`src/hdl/key_value_table_defines.svh`:
```
// Assertion macros for the key-value table.
// Depends on nothing; included by the files that carry concurrent assertions.
`ifndef KEY_VALUE_TABLE_DEFINES_SVH
`define KEY_VALUE_TABLE_DEFINES_SVH

// Overlapping implication, sampled at the rising edge, off while reset is held.
`define KVT_ASSERT_IMP(label, clk, rst_n, ante, cons, msg) \
	label: assert property (@(posedge clk) disable iff (!rst_n) (ante) |-> (cons)) \
		else $error(msg);

// Implication into the following cycle, off while reset is held.
`define KVT_ASSERT_NEXT(label, clk, rst_n, ante, cons, msg) \
	label: assert property (@(posedge clk) disable iff (!rst_n) (ante) |=> (cons)) \
		else $error(msg);

`endif

```
`src/hdl/kvt_pkg.sv`:
```
// Shared types and constants of the key-value table.
// Depends on nothing; used by the interfaces, kvt_dp, kvt_ctrl, the top level and the bench.
package kvt_pkg;

	localparam int CAPACITY    = 256;
	localparam int KEY_WIDTH   = 32;
	localparam int VALUE_WIDTH = 32;

	localparam int KIND_W   = 3;
	localparam int KEY_W    = 32;
	localparam int VALUE_W  = 32;
	localparam int INDEX_W  = 8;
	localparam int COUNT_W  = 9;

	typedef enum logic [KIND_W-1:0] {
		KIND_INSERT      = 3'd0,
		KIND_UPDATE      = 3'd1,
		KIND_INS_UPD     = 3'd2,
		KIND_ERASE       = 3'd3,
		KIND_LOOKUP      = 3'd4,
		KIND_READ_INDEX  = 3'd5
	} kind_t;

	// Read address source of both stores.
	typedef enum logic [1:0] {
		RD_NONE,
		RD_SCAN,
		RD_LAST,
		RD_INDEX
	} rd_sel_t;

	// Write action on the stores and the entry count.
	typedef enum logic [1:0] {
		WR_NONE,
		WR_VALUE_HIT,
		WR_APPEND,
		WR_MOVE_LAST
	} wr_sel_t;

	typedef struct packed {
		logic    load_cmd;
		rd_sel_t rd;
		wr_sel_t wr;
		logic    set_ok;
		logic    cap_pos;
		logic    cap_key;
		logic    cap_value;
		logic    load_out;
	} cmd_t;

	typedef struct packed {
		logic [KIND_W-1:0] kind;
		logic              count_zero;
		logic              count_full;
		logic              match;
		logic              scan_miss;
		logic              index_ok;
	} status_t;

endpackage

```
`src/hdl/kvt_ctrl.sv`:
```
// Controller of the key-value table: sequences accept, scan, store update
// and result hand-off. Depends on kvt_pkg.
module kvt_ctrl (
	input  logic              clk,
	input  logic              arst_n,
	input  logic              in_valid,
	output logic              in_ready,
	output logic              out_valid,
	input  logic              out_ready,
	input  kvt_pkg::status_t  status,
	output kvt_pkg::cmd_t     cmd
);
	typedef enum logic [2:0] {
		S_IDLE,
		S_DISPATCH,
		S_SCAN,
		S_ERASE_RD,
		S_ERASE_WR,
		S_IDX_CAP,
		S_DONE
	} state_t;

	state_t state_q;
	state_t state_d;
	logic   out_valid_q;
	logic   appendable;

	// An absent key may be appended by insert and insert-or-update if there is room.
	assign appendable = ((status.kind == kvt_pkg::KIND_INSERT)
		|| (status.kind == kvt_pkg::KIND_INS_UPD)) && !status.count_full;

	always_comb begin
		cmd     = '0;
		state_d = state_q;
		case (state_q)
			S_IDLE: begin
				if (in_valid) begin
					cmd.load_cmd = 1'b1;
					state_d      = S_DISPATCH;
				end
			end
			S_DISPATCH: begin
				case (status.kind)
					kvt_pkg::KIND_INSERT, kvt_pkg::KIND_UPDATE, kvt_pkg::KIND_INS_UPD,
					kvt_pkg::KIND_ERASE, kvt_pkg::KIND_LOOKUP: begin
						if (status.count_zero) begin
							if (appendable) begin
								cmd.wr     = kvt_pkg::WR_APPEND;
								cmd.set_ok = 1'b1;
							end
							state_d = S_DONE;
						end else begin
							state_d = S_SCAN;
						end
					end
					kvt_pkg::KIND_READ_INDEX: begin
						if (status.index_ok) begin
							cmd.rd  = kvt_pkg::RD_INDEX;
							state_d = S_IDX_CAP;
						end else begin
							state_d = S_DONE;
						end
					end
					default: begin
						state_d = S_DONE;
					end
				endcase
			end
			S_SCAN: begin
				cmd.rd = kvt_pkg::RD_SCAN;
				if (status.match) begin
					case (status.kind)
						kvt_pkg::KIND_UPDATE, kvt_pkg::KIND_INS_UPD: begin
							cmd.wr     = kvt_pkg::WR_VALUE_HIT;
							cmd.set_ok = 1'b1;
							state_d    = S_DONE;
						end
						kvt_pkg::KIND_ERASE: begin
							cmd.cap_pos = 1'b1;
							cmd.set_ok  = 1'b1;
							state_d     = S_ERASE_RD;
						end
						kvt_pkg::KIND_LOOKUP: begin
							cmd.cap_value = 1'b1;
							cmd.set_ok    = 1'b1;
							state_d       = S_DONE;
						end
						default: begin
							state_d = S_DONE;
						end
					endcase
				end else if (status.scan_miss) begin
					if (appendable) begin
						cmd.wr     = kvt_pkg::WR_APPEND;
						cmd.set_ok = 1'b1;
					end
					state_d = S_DONE;
				end
			end
			S_ERASE_RD: begin
				cmd.rd  = kvt_pkg::RD_LAST;
				state_d = S_ERASE_WR;
			end
			S_ERASE_WR: begin
				cmd.wr  = kvt_pkg::WR_MOVE_LAST;
				state_d = S_DONE;
			end
			S_IDX_CAP: begin
				cmd.cap_key   = 1'b1;
				cmd.cap_value = 1'b1;
				cmd.set_ok    = 1'b1;
				state_d       = S_DONE;
			end
			S_DONE: begin
				if (!out_valid_q || out_ready) begin
					cmd.load_out = 1'b1;
					state_d      = S_IDLE;
				end
			end
			default: begin
				state_d = S_IDLE;
			end
		endcase
	end

	always_ff @(posedge clk or negedge arst_n) begin
		if (!arst_n) begin
			state_q     <= S_IDLE;
			out_valid_q <= 1'b0;
		end else begin
			state_q <= state_d;
			if (cmd.load_out) begin
				out_valid_q <= 1'b1;
			end else if (out_ready) begin
				out_valid_q <= 1'b0;
			end
		end
	end

	assign in_ready  = (state_q == S_IDLE);
	assign out_valid = out_valid_q;
endmodule

```
`config.mk`:
```
export PLATFORM = sky130hd
export DESIGN_NAME = kvt_ctrl
export DESIGN_NICKNAME = d
export VERILOG_FILES = /design/src/hdl/key_value_table_defines.svh /design/src/hdl/kvt_pkg.sv /design/src/hdl/kvt_ctrl.sv
export SDC_FILE = /design/constraint.sdc
export NUM_CORES = 1
export LEC_CHECK = 0
export BUFFER_PORTS_ARGS = -buffer_cell sky130_fd_sc_hd__buf_2
export CAP_MARGIN = 10
export CORE_AREA = 2 2 39 41
export DETAILED_ROUTE_END_ITERATION = 10
export DIE_AREA = 0 0 41 43
export GPL_TIMING_DRIVEN = 0
export HOLD_SLACK_MARGIN = 0.06
export PLACE_DENSITY = 0.72
export SYNTH_ARGS = -nofsm -noshare
export SYNTH_HDL_FRONTEND = slang
export SYNTH_SLANG_ARGS = --single-unit
```
`constraint.sdc`:
```
create_clock -name clk -period 3.35 [get_ports clk]
set_input_delay 0.335 -clock clk [delete_from_list [all_inputs] [get_ports clk]]
set_output_delay 0.335 -clock clk [all_outputs]
set_load 0.03 [all_outputs]
```
# Word-level counts from Yosys, hierarchy flattened
# Cells that the tools add are included.
totals:
  regBits: 4
  inputBits: 12
  output_inout_bits: 12
  word_cells: 63
classes:
  eq_ne: 14
  n_mux: 34
  reduce_logical: 13
ops:
  columns: ["cell", "n"]
  rows:
  - ["$mux 3", 11]
  - ["$pmux 3 s6", 1]
  - ["$eq 3x3->1 const B", 5]
  - ["$mux 1", 14]
  - ["$eq 3x2->1 const B", 4]
  - ["$pmux 2 s3", 2]
  - ["$eq 3x1->1 const B", 2]
  - ["$logic_not 3->1", 2]
  - ["$mux 2", 3]
  - ["$pmux 3 s2", 1]
  - ["$reduce_or 5->1", 1]
  - ["$ne 2x2->1 const B", 2]
  - ["$reduce_or 2->1", 2]
  - ["$reduce_or 4->1", 1]
  - ["$ne 3x3->1 const B", 1]
  - ["$pmux 1 s3", 1]
  - ["$reduce_and 3->1", 1]
  - ["$logic_not 1->1", 2]
  - ["$logic_or 1x1->1", 2]
  - ["$pmux 1 s2", 1]
  - ["$reduce_bool 2->1", 1]
  - ["$logic_and 1x1->1", 1]

# Longest topological paths before layout
# Gate-level depths: netlist (run 1).
logic_depth:
  ltp_word: 7
  mapped_depth: 4
  mapped_depth_nobuf: 3

# Least setup slack after synthesis (run 1)
# No wires, ideal clock.
synth_timing:
  kind: "flip-flop to output port"
  start: "register state_q[2]"
  end: "output port cmd[9] (netlist name)"
  arrival_ns: 1.562
  path_slack_ns: 1.453
  path_stages_with_launch: 5
  n_path_buf: 1
  path_cell_list: "dfrtp_1 -> buf_2 -> or2_1 -> nor2_1 -> and2_1"
synth_rtl:
  columns: ["item", "line", "text"]
  rows:
  - ["start, declared", "kvt_ctrl.sv:23", "state_t state_q;"]
  - ["start signal, assigned", "kvt_ctrl.sv:131", "state_q <= state_d;"]
  - ["end, declared", "kvt_ctrl.sv:11", "output kvt_pkg::cmd_t cmd"]

==> results.md, run 1 <==
* Number of max-cap violations at 0
* Final Instance Area at 596 µm²
* Clk_skew at about 0.00039 ns
* Clock sinks at 4
* Area of the multi-input gates at about 300 µm²
* Clk slew on worst S/H paths at ~0.040 ns
* First-pass GRT wire length at 1820 µm
* Routed wire length at 1160 µm
* #FFs+latches synth at 4
* Sum Neg Setup Slack at 0 ns
* Top fanout value on the critical path at 10
* Run status: complete, no violations
* Ant. Diodes at 0
* Synth-to-Final Area Change at 37.6%
* Worst R2R Path Depth at 3
* Setup Viol. Count Final at 0
* Crit path time final at 1.92 ns
* Post-synthesis sequential area ratio at 0.231
* Port Buffer Count at 22
* TritonCTS Buffers at 3
* Max-slew headroom at 0.803
* Nets@finish at 100
* Pins Over Slew Limit at 0
* RSZ-0062 raised after global routing: false
* RR Startpoint: state_q[1]
* Post-synth EDFFs at 0
* Synthesized Nets at 72
* Grt ovf at 0
* Starting Density at 0.313
* Gr usage total at 0.147
* Synth warn at 0
* Largest net degree at the start of global routing at 11
* Critical path type: flop to output port
* R2R setup slack at around 2 ns
* Power per Cell Area at 938 nW/µm²
* Core ar. at between 1000 and 1500 µm²
* Share of flip-flops with an asynchronous set or reset at 1.00
* Yosys cell types at 34
* Worst path slowest cell: dfrtp_1
* Synth Instances at 60
* Die Wd at between 40 and 50 µm
* CTS H-tree depth at 1
* Worst Path Required at between 3 and 4 ns
* Cell mode on critical path: buf_2
* Critical path's top delay family: buffers and inverters
* Detailed Route Iter0 Violations at 6
* Final Hold Slack at 0.388 ns
* Hold Violations, Final at 0
* Critical path depth in cells at 5
* GPL Wtd Cong at 0.777
* Final Non-Filler Cells at between 100 and 150
* Final period utilization at 0.574
* Worst path bufs/invs at 2
* Worst skew pair latency at 0.24 ns
* Max VDD drop at 245 µV
* Cell Area, Placed at 563 µm²
* CTS tree: done
* Post-CTS setup repair buffer count at 0
* Primary FF master, synth: dfrtp_1
* Final Power at between 500 and 600 µW
* Reg area at 100 µm²
* Fmax at 520 MHz
* Placed instance count at 98
* Critical Path AT at 1.59 ns
* Mapped cell area at around 430 µm²
* Chip height at between 40 and 50 µm
* DR vias at 531
* WL/cell at 11.4 µm
* Hold Crit Class: primary input to flop
* Setup crit start kind: flop
* P_leak at approximately 0.33 nW
* Hold path depth at 3
* Max Root-Sink Buffers at 2
* CTS resizes at 0
* Number of routed nets with antenna violations at 0
* CP Capture Type: output port
* Synth Area per Inst at between 7 and 8 µm²
* Row cnt at 14
* Worst R2R End: state_q[2]
* CP cell instances: buf_2 > nor4bb_1 > o21ai_1 > o311ai_1 > buf_2
* Ratio of cells with drive above 1 in the final layout at 0.337
* Setup WS pre-CTS at 1.69 ns
* Clock root buffer: clkbuf_4
* DP HPWL at 881 µm
* Initial antenna violation count at 0
* CP peak stage delay at around 0.39 ns
* Filler cell count at 152
* Vias per std cell at 5.21
* IO Count at 24
* DR DRC count at 0
* TritonRoute pass-1 iters at 4
* Vias in the first global route at 455
* CP startpoint: state_q[0]
* Utilization after layout at 0.430
* Worst Tran Pin Value at roughly 0.3 ns
* Worst setup path end: cmd[4]
* Setup ws final at 1.43 ns
* Die Area at between 1500 and 2000 µm²
## sequential cells by signal (all words and copies together) (netlist names)
register	count
out_valid	1
state_q	3
## cell usage in the layout, fill, tap and decap left out
| cell | instances |
|---|---|
| buf_2 | 25 |
| nand2_1 | 9 |
| nor2_1 | 6 |
| dfrtp_1 | 4 |
| nor2b_1 | 3 |
| inv_1 | 3 |
| clkbuf_4 | 3 |
| and3b_1 | 2 |
| o21ai_0 | 2 |
| nor3_1 | 2 |
| a21oi_1 | 2 |
| or2_1 | 1 |
| nand4bb_1 | 1 |
| clkbuf_1 | 1 |
| xnor2_1 | 1 |
| o31ai_1 | 1 |
| nor4bb_1 | 1 |
| nor4_1 | 1 |
| o21ai_1 | 1 |
| and4b_1 | 1 |
| o21a_1 | 1 |
| o311ai_1 | 1 |
| or3_1 | 1 |
| and2_1 | 1 |
| o21bai_1 | 1 |
| or4b_1 | 1 |
| or4_4 | 1 |
| nand3_1 | 1 |
| nand2b_1 | 1 |
| nand3b_1 | 1 |
| o311ai_0 | 1 |
| a32oi_1 | 1 |
| a31oi_1 | 1 |
| a21o_1 | 1 |
| a21boi_1 | 1 |
| dlygate4sd3_1 | 1 |
## kinds of logic after synthesis
group	after synthesis	share of synthesized area
simple gates	34	0.460
compound gates	14	0.220
buf+inv	7	0.0693
flops	4	0.231
xor+xnor	1	0.0202
## worst reg2reg max path: stages (launching register included)
cell	delay [ns]
dfrtp_1	0.41
or4_4	0.55
a32oi_1	0.22
a31oi_1	0.06
## final cells by class
| cell class | count | area share |
|---|---|---|
| multi-input cells | 49 | 0.508 |
| repair buffers | 23 | 0.202 |
| flip-flops and latches | 4 | 0.168 |
| clock buffers | 3 | 0.0378 |
| well taps | 16 | 0.0336 |
| plain buffers | 4 | 0.0315 |
| inverters | 3 | 0.0189 |
## cells in the mapped netlist, types with 2 or more instances
cell     instances  area [µm²]
nor3_1           2        10.0
inv_1            3        11.3
a21oi_1          2        10.0
and3b_1          2        17.5
o21ai_0          2        10.0
nor2b_1          3        18.8
nand2_1          9        33.8
buf_2            3        15.0
dfrtp_1          4         100
nor2_1           6        22.5
## what timing repair did
item | in CTS | in global routing
hold endpoints to repair | 4 | 0
hold buffers | 1 | 0
endpoints found under the setup margin | 0 | 0
## report_power, final
part | total, mW | leakage [nW] | switching (mW) | internal, mW
Combinational | 0.404 | 0.262 | 0.258 | 0.146
Sequential | 0.0939 | 0.0495 | 0.0206 | 0.0733
Clock | 0.0614 | 0.0138 | 0.0213 | 0.0402
## worst min path at each step
stage	startpoint	to	slack, ns
after floorplan	arst_n	out_valid	0.04
after global placement	arst_n	state_q[0]	0.14
after detailed placement	arst_n	state_q[1]	0.14
after CTS	out_ready	out_valid	0.39
after global routing	out_ready	out_valid	0.43
final	out_ready	out_valid	0.39
## per-layer routing
metal / part of all wire / track usage / vias up / wire (µm)
met5: 0 / 0 / - / 0
met4: 0.023 / 0.100 / 0 / 27
met1: 0.46 / 0.212 / 237 / 535
met3: 0.076 / 0.0157 / 3 / 88
li1: - / - / 269 / -
met2: 0.44 / 0.197 / 22 / 510
No activity file was read; power rests on OpenSTA's default activity.
==> run 2, diff against run 1 <==
clock period = 1.8 ns   (was 3.35 ns; I/O delays follow)
==> run 2 against run 1 <==
Compared with the run above:
- critical path depth fell by 1
- register-to-register slack worse by 1.6 ns
- worst setup slack got worse by 1.4 ns
- sequential share of layout area shrank 0.070 points
- clock-buffer cell count unchanged
- non-clock buffer count unchanged
- clock power rose by 87%
- wire length barely moved
- total power grew 87%
- combinational power is 87% higher
- final area is 0.42% higher
- global-route usage did not move
- critical path type unchanged
- critical endpoint is now cmd[3]
==> results.md, run 2 (synthesis gave the netlist of run 1 again) <==
* Setup Viol. Count Final at 0 (unchanged)
* Post-CTS setup repair buffer count at 0 (unchanged)
* Setup WS pre-CTS at 0.300 ns (-1.40 ns)
* Starting Density at 0.313 (unchanged)
* Max VDD drop at 471 µV (+92%)
* Synth-to-Final Area Change at 38.2%
* Detailed Route Iter0 Violations at 11 (+5)
* WL/cell at 11.4 µm (about the same)
* Number of max-cap violations at 0 (unchanged)
* Power per Cell Area at 1750 nW/µm² (+86%)
* TritonCTS Buffers at 3 (unchanged)
* Utilization after layout at 0.432 (+0.00181)
* CTS H-tree depth at 1 (unchanged)
* Core ar. at 1380 µm² (unchanged)
* Most flops, register: state_q
* Critical Path AT at 1.59 ns (about the same)
* Port Buffer Count at 22 (unchanged)
* Worst skew pair latency at 0.24 ns (about the same)
* R2R setup slack at 0.43 ns (-1.55 ns)
* Row cnt at 14 (unchanged)
* Crit path time final at 1.77 ns
* RR Startpoint: state_q[1]
* Hold Violations, Final at 0 (unchanged)
* P_leak at 0.326 nW (about the same)
* CTS tree: done
* Worst Path Required at 1.62 ns (-1.39 ns)
* Most common cell after layout, fill and taps aside: buf_2
* Ant. Diodes at 0 (unchanged)
* Worst R2R End: state_q[2]
* Filler cell count at 152 (unchanged)
* Clock sinks at 4 (unchanged)
* Area of the multi-input gates at 303 µm² (unchanged)
* Worst R2R Path Depth at 3 (unchanged)
* Die Area at 1760 µm² (unchanged)
* IO Count at 24 (unchanged)
* Critical path type: flop to output port
* Final Non-Filler Cells at 102 (unchanged)
* CP startpoint: state_q[0]
* Setup crit start kind: flop
* RSZ-0062 raised after global routing: true
* Routed wire length at 1160 µm (about the same)
* Final Power at 1.05 mW (+87%)
* Gr usage total at 0.147 (unchanged)
* Clk slew on worst S/H paths at 0.04 ns (about the same)
* TritonRoute pass-1 iters at 5 (+1)
* Final period utilization at 0.985
* Largest net degree at the start of global routing at 11 (unchanged)
* Fmax at 564 MHz
* Pins Over Slew Limit at 0 (unchanged)
* GPL Wtd Cong at 0.777 (unchanged)
* Max-slew headroom at 0.803 (about the same)
* Top fanout value on the critical path at 4 (-6)
* Most frequent cells in the layout: 24 x buf_2, 9 x nand2_1, 6 x nor2_1
* DP HPWL at 881 µm (unchanged)
* DR DRC count at 0 (unchanged)
* Clock root buffer: clkbuf_4
* Largest register FFs at 3 (unchanged)
* Die Wd at 41 µm (unchanged)
* Hold Crit Class: primary input to flop
* Setup ws final at 0.0262 ns (-1.40 ns)
* Grt ovf at 0 (unchanged)
* Number of routed nets with antenna violations at 0 (unchanged)
* Reg area at 100 µm² (unchanged)
* Vias per std cell at 5.34 (+2.6%)
* Initial antenna violation count at 0 (unchanged)
* Chip height at 43 µm (unchanged)
* Run status: complete, no violations
* Max Root-Sink Buffers at 2 (unchanged)
* Placed instance count at 98 (unchanged)
* Worst setup path end: cmd[3]
* Worst Tran Pin Value at 0.292 ns (-0.000436 ns)
* Ratio of cells with drive above 1 in the final layout at 0.337 (unchanged)
* CP Capture Type: output port
* First-pass GRT wire length at 1820 µm (unchanged)
* Nets@finish at 100 (unchanged)
* Clk_skew at 0.0000906 ns (-0.000297 ns)
* DR vias at 545 (+2.6%)
* Vias in the first global route at 455 (unchanged)
-- run 2: cell counts in the layout (fill, tap and decap cells not counted) --
Identical to the previous run, type by type.
-- run 2: worst min path at each step --
stage                    from    endpoint  slack [ns]  cells past startpoint
global route        out_ready   out_valid        0.27                      3
global placement       arst_n  state_q[0]       -0.02                      1
CTS                 out_ready   out_valid        0.23                      3
detailed placement     arst_n  state_q[1]       -0.01                      1
floorplan              arst_n   out_valid       -0.12                      0
finish              out_ready   out_valid        0.23                      3
-- run 2: worst max-delay path, cell delays in order (launching register included) --
cell       delay (ns)
dfrtp_1          0.40
nand4bb_1        0.28
or3_1            0.43
inv_1            0.06
buf_2            0.18
-- run 2: cell type report --
| type | instances | share of cell area |
|---|---|---|
| Multi-Input combinational cell | 49 | 0.506 |
| Timing Repair Buffer | 23 | 0.205 |
| Sequential cell | 4 | 0.167 |
| Clock buffer | 3 | 0.0377 |
| Tap cell | 16 | 0.0335 |
| Buffer | 4 | 0.0314 |
| Inverter | 3 | 0.0188 |
-- run 2: what timing repair did --
action,in CTS,in global routing
hold endpoints to repair,4,0
resized for setup,0,1
endpoints found under the setup margin,0,2
hold buffers,1,0
-- run 2: power by group --
group | total, mW | switching [mW] | internal, mW
clock network | 0.115 | 0.0398 | 0.0748
registers | 0.174 | 0.0376 | 0.136
logic | 0.757 | 0.481 | 0.276
total | 1.05 | 0.559 | 0.487
-- run 2: metal layers --
layer | wire length [µm] | GRT usage | vias up | part of all wire
li1 | - | - | 272 | -
met1 | 554 | 0.212 | 242 | 0.48
met2 | 508 | 0.197 | 28 | 0.44
met3 | 72 | 0.0157 | 3 | 0.062
met4 | 27 | 0.100 | 0 | 0.023
met5 | 0 | 0 | - | 0
-- run 2: through the flow --
stage,hold WS (ns),TNS [ns],instance area [µm²]
2_1_floorplan,-0.116,0,433
3_3_place_gp,-0.0158,0,563
3_5_place_dp,-0.0125,0,563
4_1_cts,0.234,0,596
5_1_grt,0.270,-0.0669,598
6_report,0.233,0,598
==> run 3, diff against run 2 <==
CELL_PAD_IN_SITES_DETAIL_PLACEMENT = 1   (was not set)
CELL_PAD_IN_SITES_GLOBAL_PLACEMENT = 2   (was not set)
CORE_AREA = not set   (was 2 2 39 41)
CORE_MARGIN = 2   (was not set)
CORE_UTILIZATION = 21   (was not set)
DIE_AREA = not set   (was 0 0 41 43)
PLACE_DENSITY = 0.85   (was 0.72)
==> run 3 against run 2 <==
Compared with the run above:
- utilization decreased by 12 points
- final area grew 3.8%
- fmax rose by 1.6%
- via count shrank 2.0%
- final cell count rose by 11%
- critical path type unchanged
- first-iteration DRC count down 55%
- clock-buffer cell count did not move
- critical path depth stayed put
- non-clock buffer count is the same
- worst setup slack improved by 0.027 ns
==> results.md, run 3 (synthesis gave the netlist of run 1 again) <==
* Max VDD drop at 549 µV (+17%)
* Grt ovf at 0 (unchanged)
* Hold Violations, Final at 0 (unchanged)
* Largest net degree at the start of global routing at 11 (unchanged)
* IO Count at 24 (unchanged)
* Detailed Route Iter0 Violations at 5 (-6)
* Max-slew headroom at 0.773 (-0.0304)
* Setup crit start kind: flop
* Initial antenna violation count at 0 (unchanged)
* Number of routed nets with antenna violations at 0 (unchanged)
* Clock root buffer: clkbuf_4
* Sum Neg Setup Slack at 0 ns (unchanged)
* Cell Area, Placed at 577 µm² (+2.4%)
* DR vias at 534 (-2.0%)
* Worst Path Required at 1.62 ns (about the same)
* Core ar. at 1960 µm² (+42%)
* CTS tree: done
* Chip height at 49.4 µm (+15%)
* Final Power at 1.07 mW (+1.9%)
* TritonCTS Buffers at 3 (unchanged)
* Nets@finish at 100 (unchanged)
* Worst R2R Path Depth at 4 (+1)
* Row cnt at 16 (+2)
* Synth-to-Final Area Change at 43.4%
* Largest register FFs at 3 (unchanged)
* Final Instance Area at 621 µm² (+3.8%)
* Final Hold Slack at 0.235 ns (+0.00193 ns)
* Pins Over Slew Limit at 0 (unchanged)
* Ratio of cells with drive above 1 in the final layout at 0.360 (+0.0233)
* Top fanout value on the critical path at 4 (unchanged)
* P_leak at 0.327 nW (+0.24%)
* Most common cell after layout, fill and taps aside: buf_2
* Most frequent cells in the layout: 24 x buf_2, 9 x nand2_1, 6 x nor2_1
* Starting Density at 0.221 (-0.0922)
* Final Non-Filler Cells at 113 (+11%)
* Max Root-Sink Buffers at 2 (unchanged)
* RSZ-0062 raised after global routing: true
* Hold Crit Class: primary input to flop
* Die Area at 2440 µm² (+38%)
* Clk_skew at 0.00181 ns (+0.00172 ns)
* Critical Path AT at 1.57 ns (-0.02 ns)
* Vias per std cell at 4.73 (-12%)
* R2R setup slack at 0.43 ns (about the same)
* Clock sinks at 4 (unchanged)
* Crit path time final at 1.75 ns (-0.0272 ns)
* Most flops, register: state_q
* DR DRC count at 0 (unchanged)
* GPL Wtd Cong at 0.734 (-5.6%)
* Gr usage total at 0.123 (-0.0246)
* Hold path depth at 3 (unchanged)
* Worst skew pair latency at 0.24 ns (about the same)
* Run status: complete, no violations
* Power per Cell Area at 1720 nW/µm² (-1.8%)
* Clk slew on worst S/H paths at 0.04 ns (about the same)
* Post-CTS setup repair buffer count at 0 (unchanged)
* TritonRoute pass-1 iters at 4 (-1)
* Setup Viol. Count Final at 0 (unchanged)
* Ant. Diodes at 0 (unchanged)
* CP Capture Type: output port
* DP HPWL at 1070 µm (+21%)
* Placed instance count at 109 (+11%)
* Worst Tran Pin Value at 0.337 ns (+0.0450 ns)
* First-pass GRT wire length at 2350 µm (+29%)
* Setup ws final at 0.0534 ns (+0.0272 ns)
* Utilization after layout at 0.316 (-0.116)
* Routed wire length at 1360 µm (+17%)
* Vias in the first global route at 556 (+22%)
* Final period utilization at 0.970 (-0.0151)
* Port Buffer Count at 22 (unchanged)
* Die Wd at 49.4 µm (+21%)
* WL/cell at 12.1 µm (+5.9%)
* Fmax at 573 MHz (+1.6%)
* Critical path type: flop to output port
* Number of max-cap violations at 0 (unchanged)
* CTS H-tree depth at 1 (unchanged)
* Setup WS pre-CTS at 0.256 ns (-0.0431 ns)
## run 3: routing by layer
metal	GRT usage	part of all wire	up-vias
li1	-	-	273
met1	0.159	0.47	245
met2	0.198	0.48	16
met3	0.0491	0.048	0
met4	0.0139	0	0
met5	0	0	-
## run 3: final timing paths
check,start,endpoint
max,state_q[2],cmd[3]
max in group asynchronous,arst_n,state_q[1]
max reg2reg,state_q[0],state_q[2]
min in group asynchronous,arst_n,out_valid
min,out_ready,out_valid
min reg2reg,out_valid,out_valid
## run 3: area by class of cell
| class | instances | area (µm²) |
|---|---|---|
| Fill cell | 268 | 1340 |
| Multi-Input combinational cell | 49 | 312 |
| Timing Repair Buffer | 23 | 123 |
| Sequential cell | 4 | 100 |
| Tap cell | 27 | 33.8 |
| Clock buffer | 3 | 22.5 |
| Buffer | 4 | 18.8 |
| Inverter | 3 | 11.3 |
## run 3: timing repair
| action | CTS | global route |
|---|---|---|
| endpoints found under the hold margin | 4 | 0 |
| pin swaps | 0 | 1 |
| gates resized for setup | 1 | 2 |
| setup endpoints to repair | 1 | 3 |
| hold buffers | 1 | 0 |
## run 3: power by group
group / internal [mW] / switching (mW)
Clock: 0.0748 / 0.0400
Sequential: 0.136 / 0.0338
Combinational: 0.279 / 0.502
Total: 0.491 / 0.575
## run 3: critical path, cell delays in order (launching register included)
cell       delay [ns]
dfrtp_1          0.38
nand4bb_1        0.28
or3_1            0.41
inv_1            0.07
buf_2            0.18
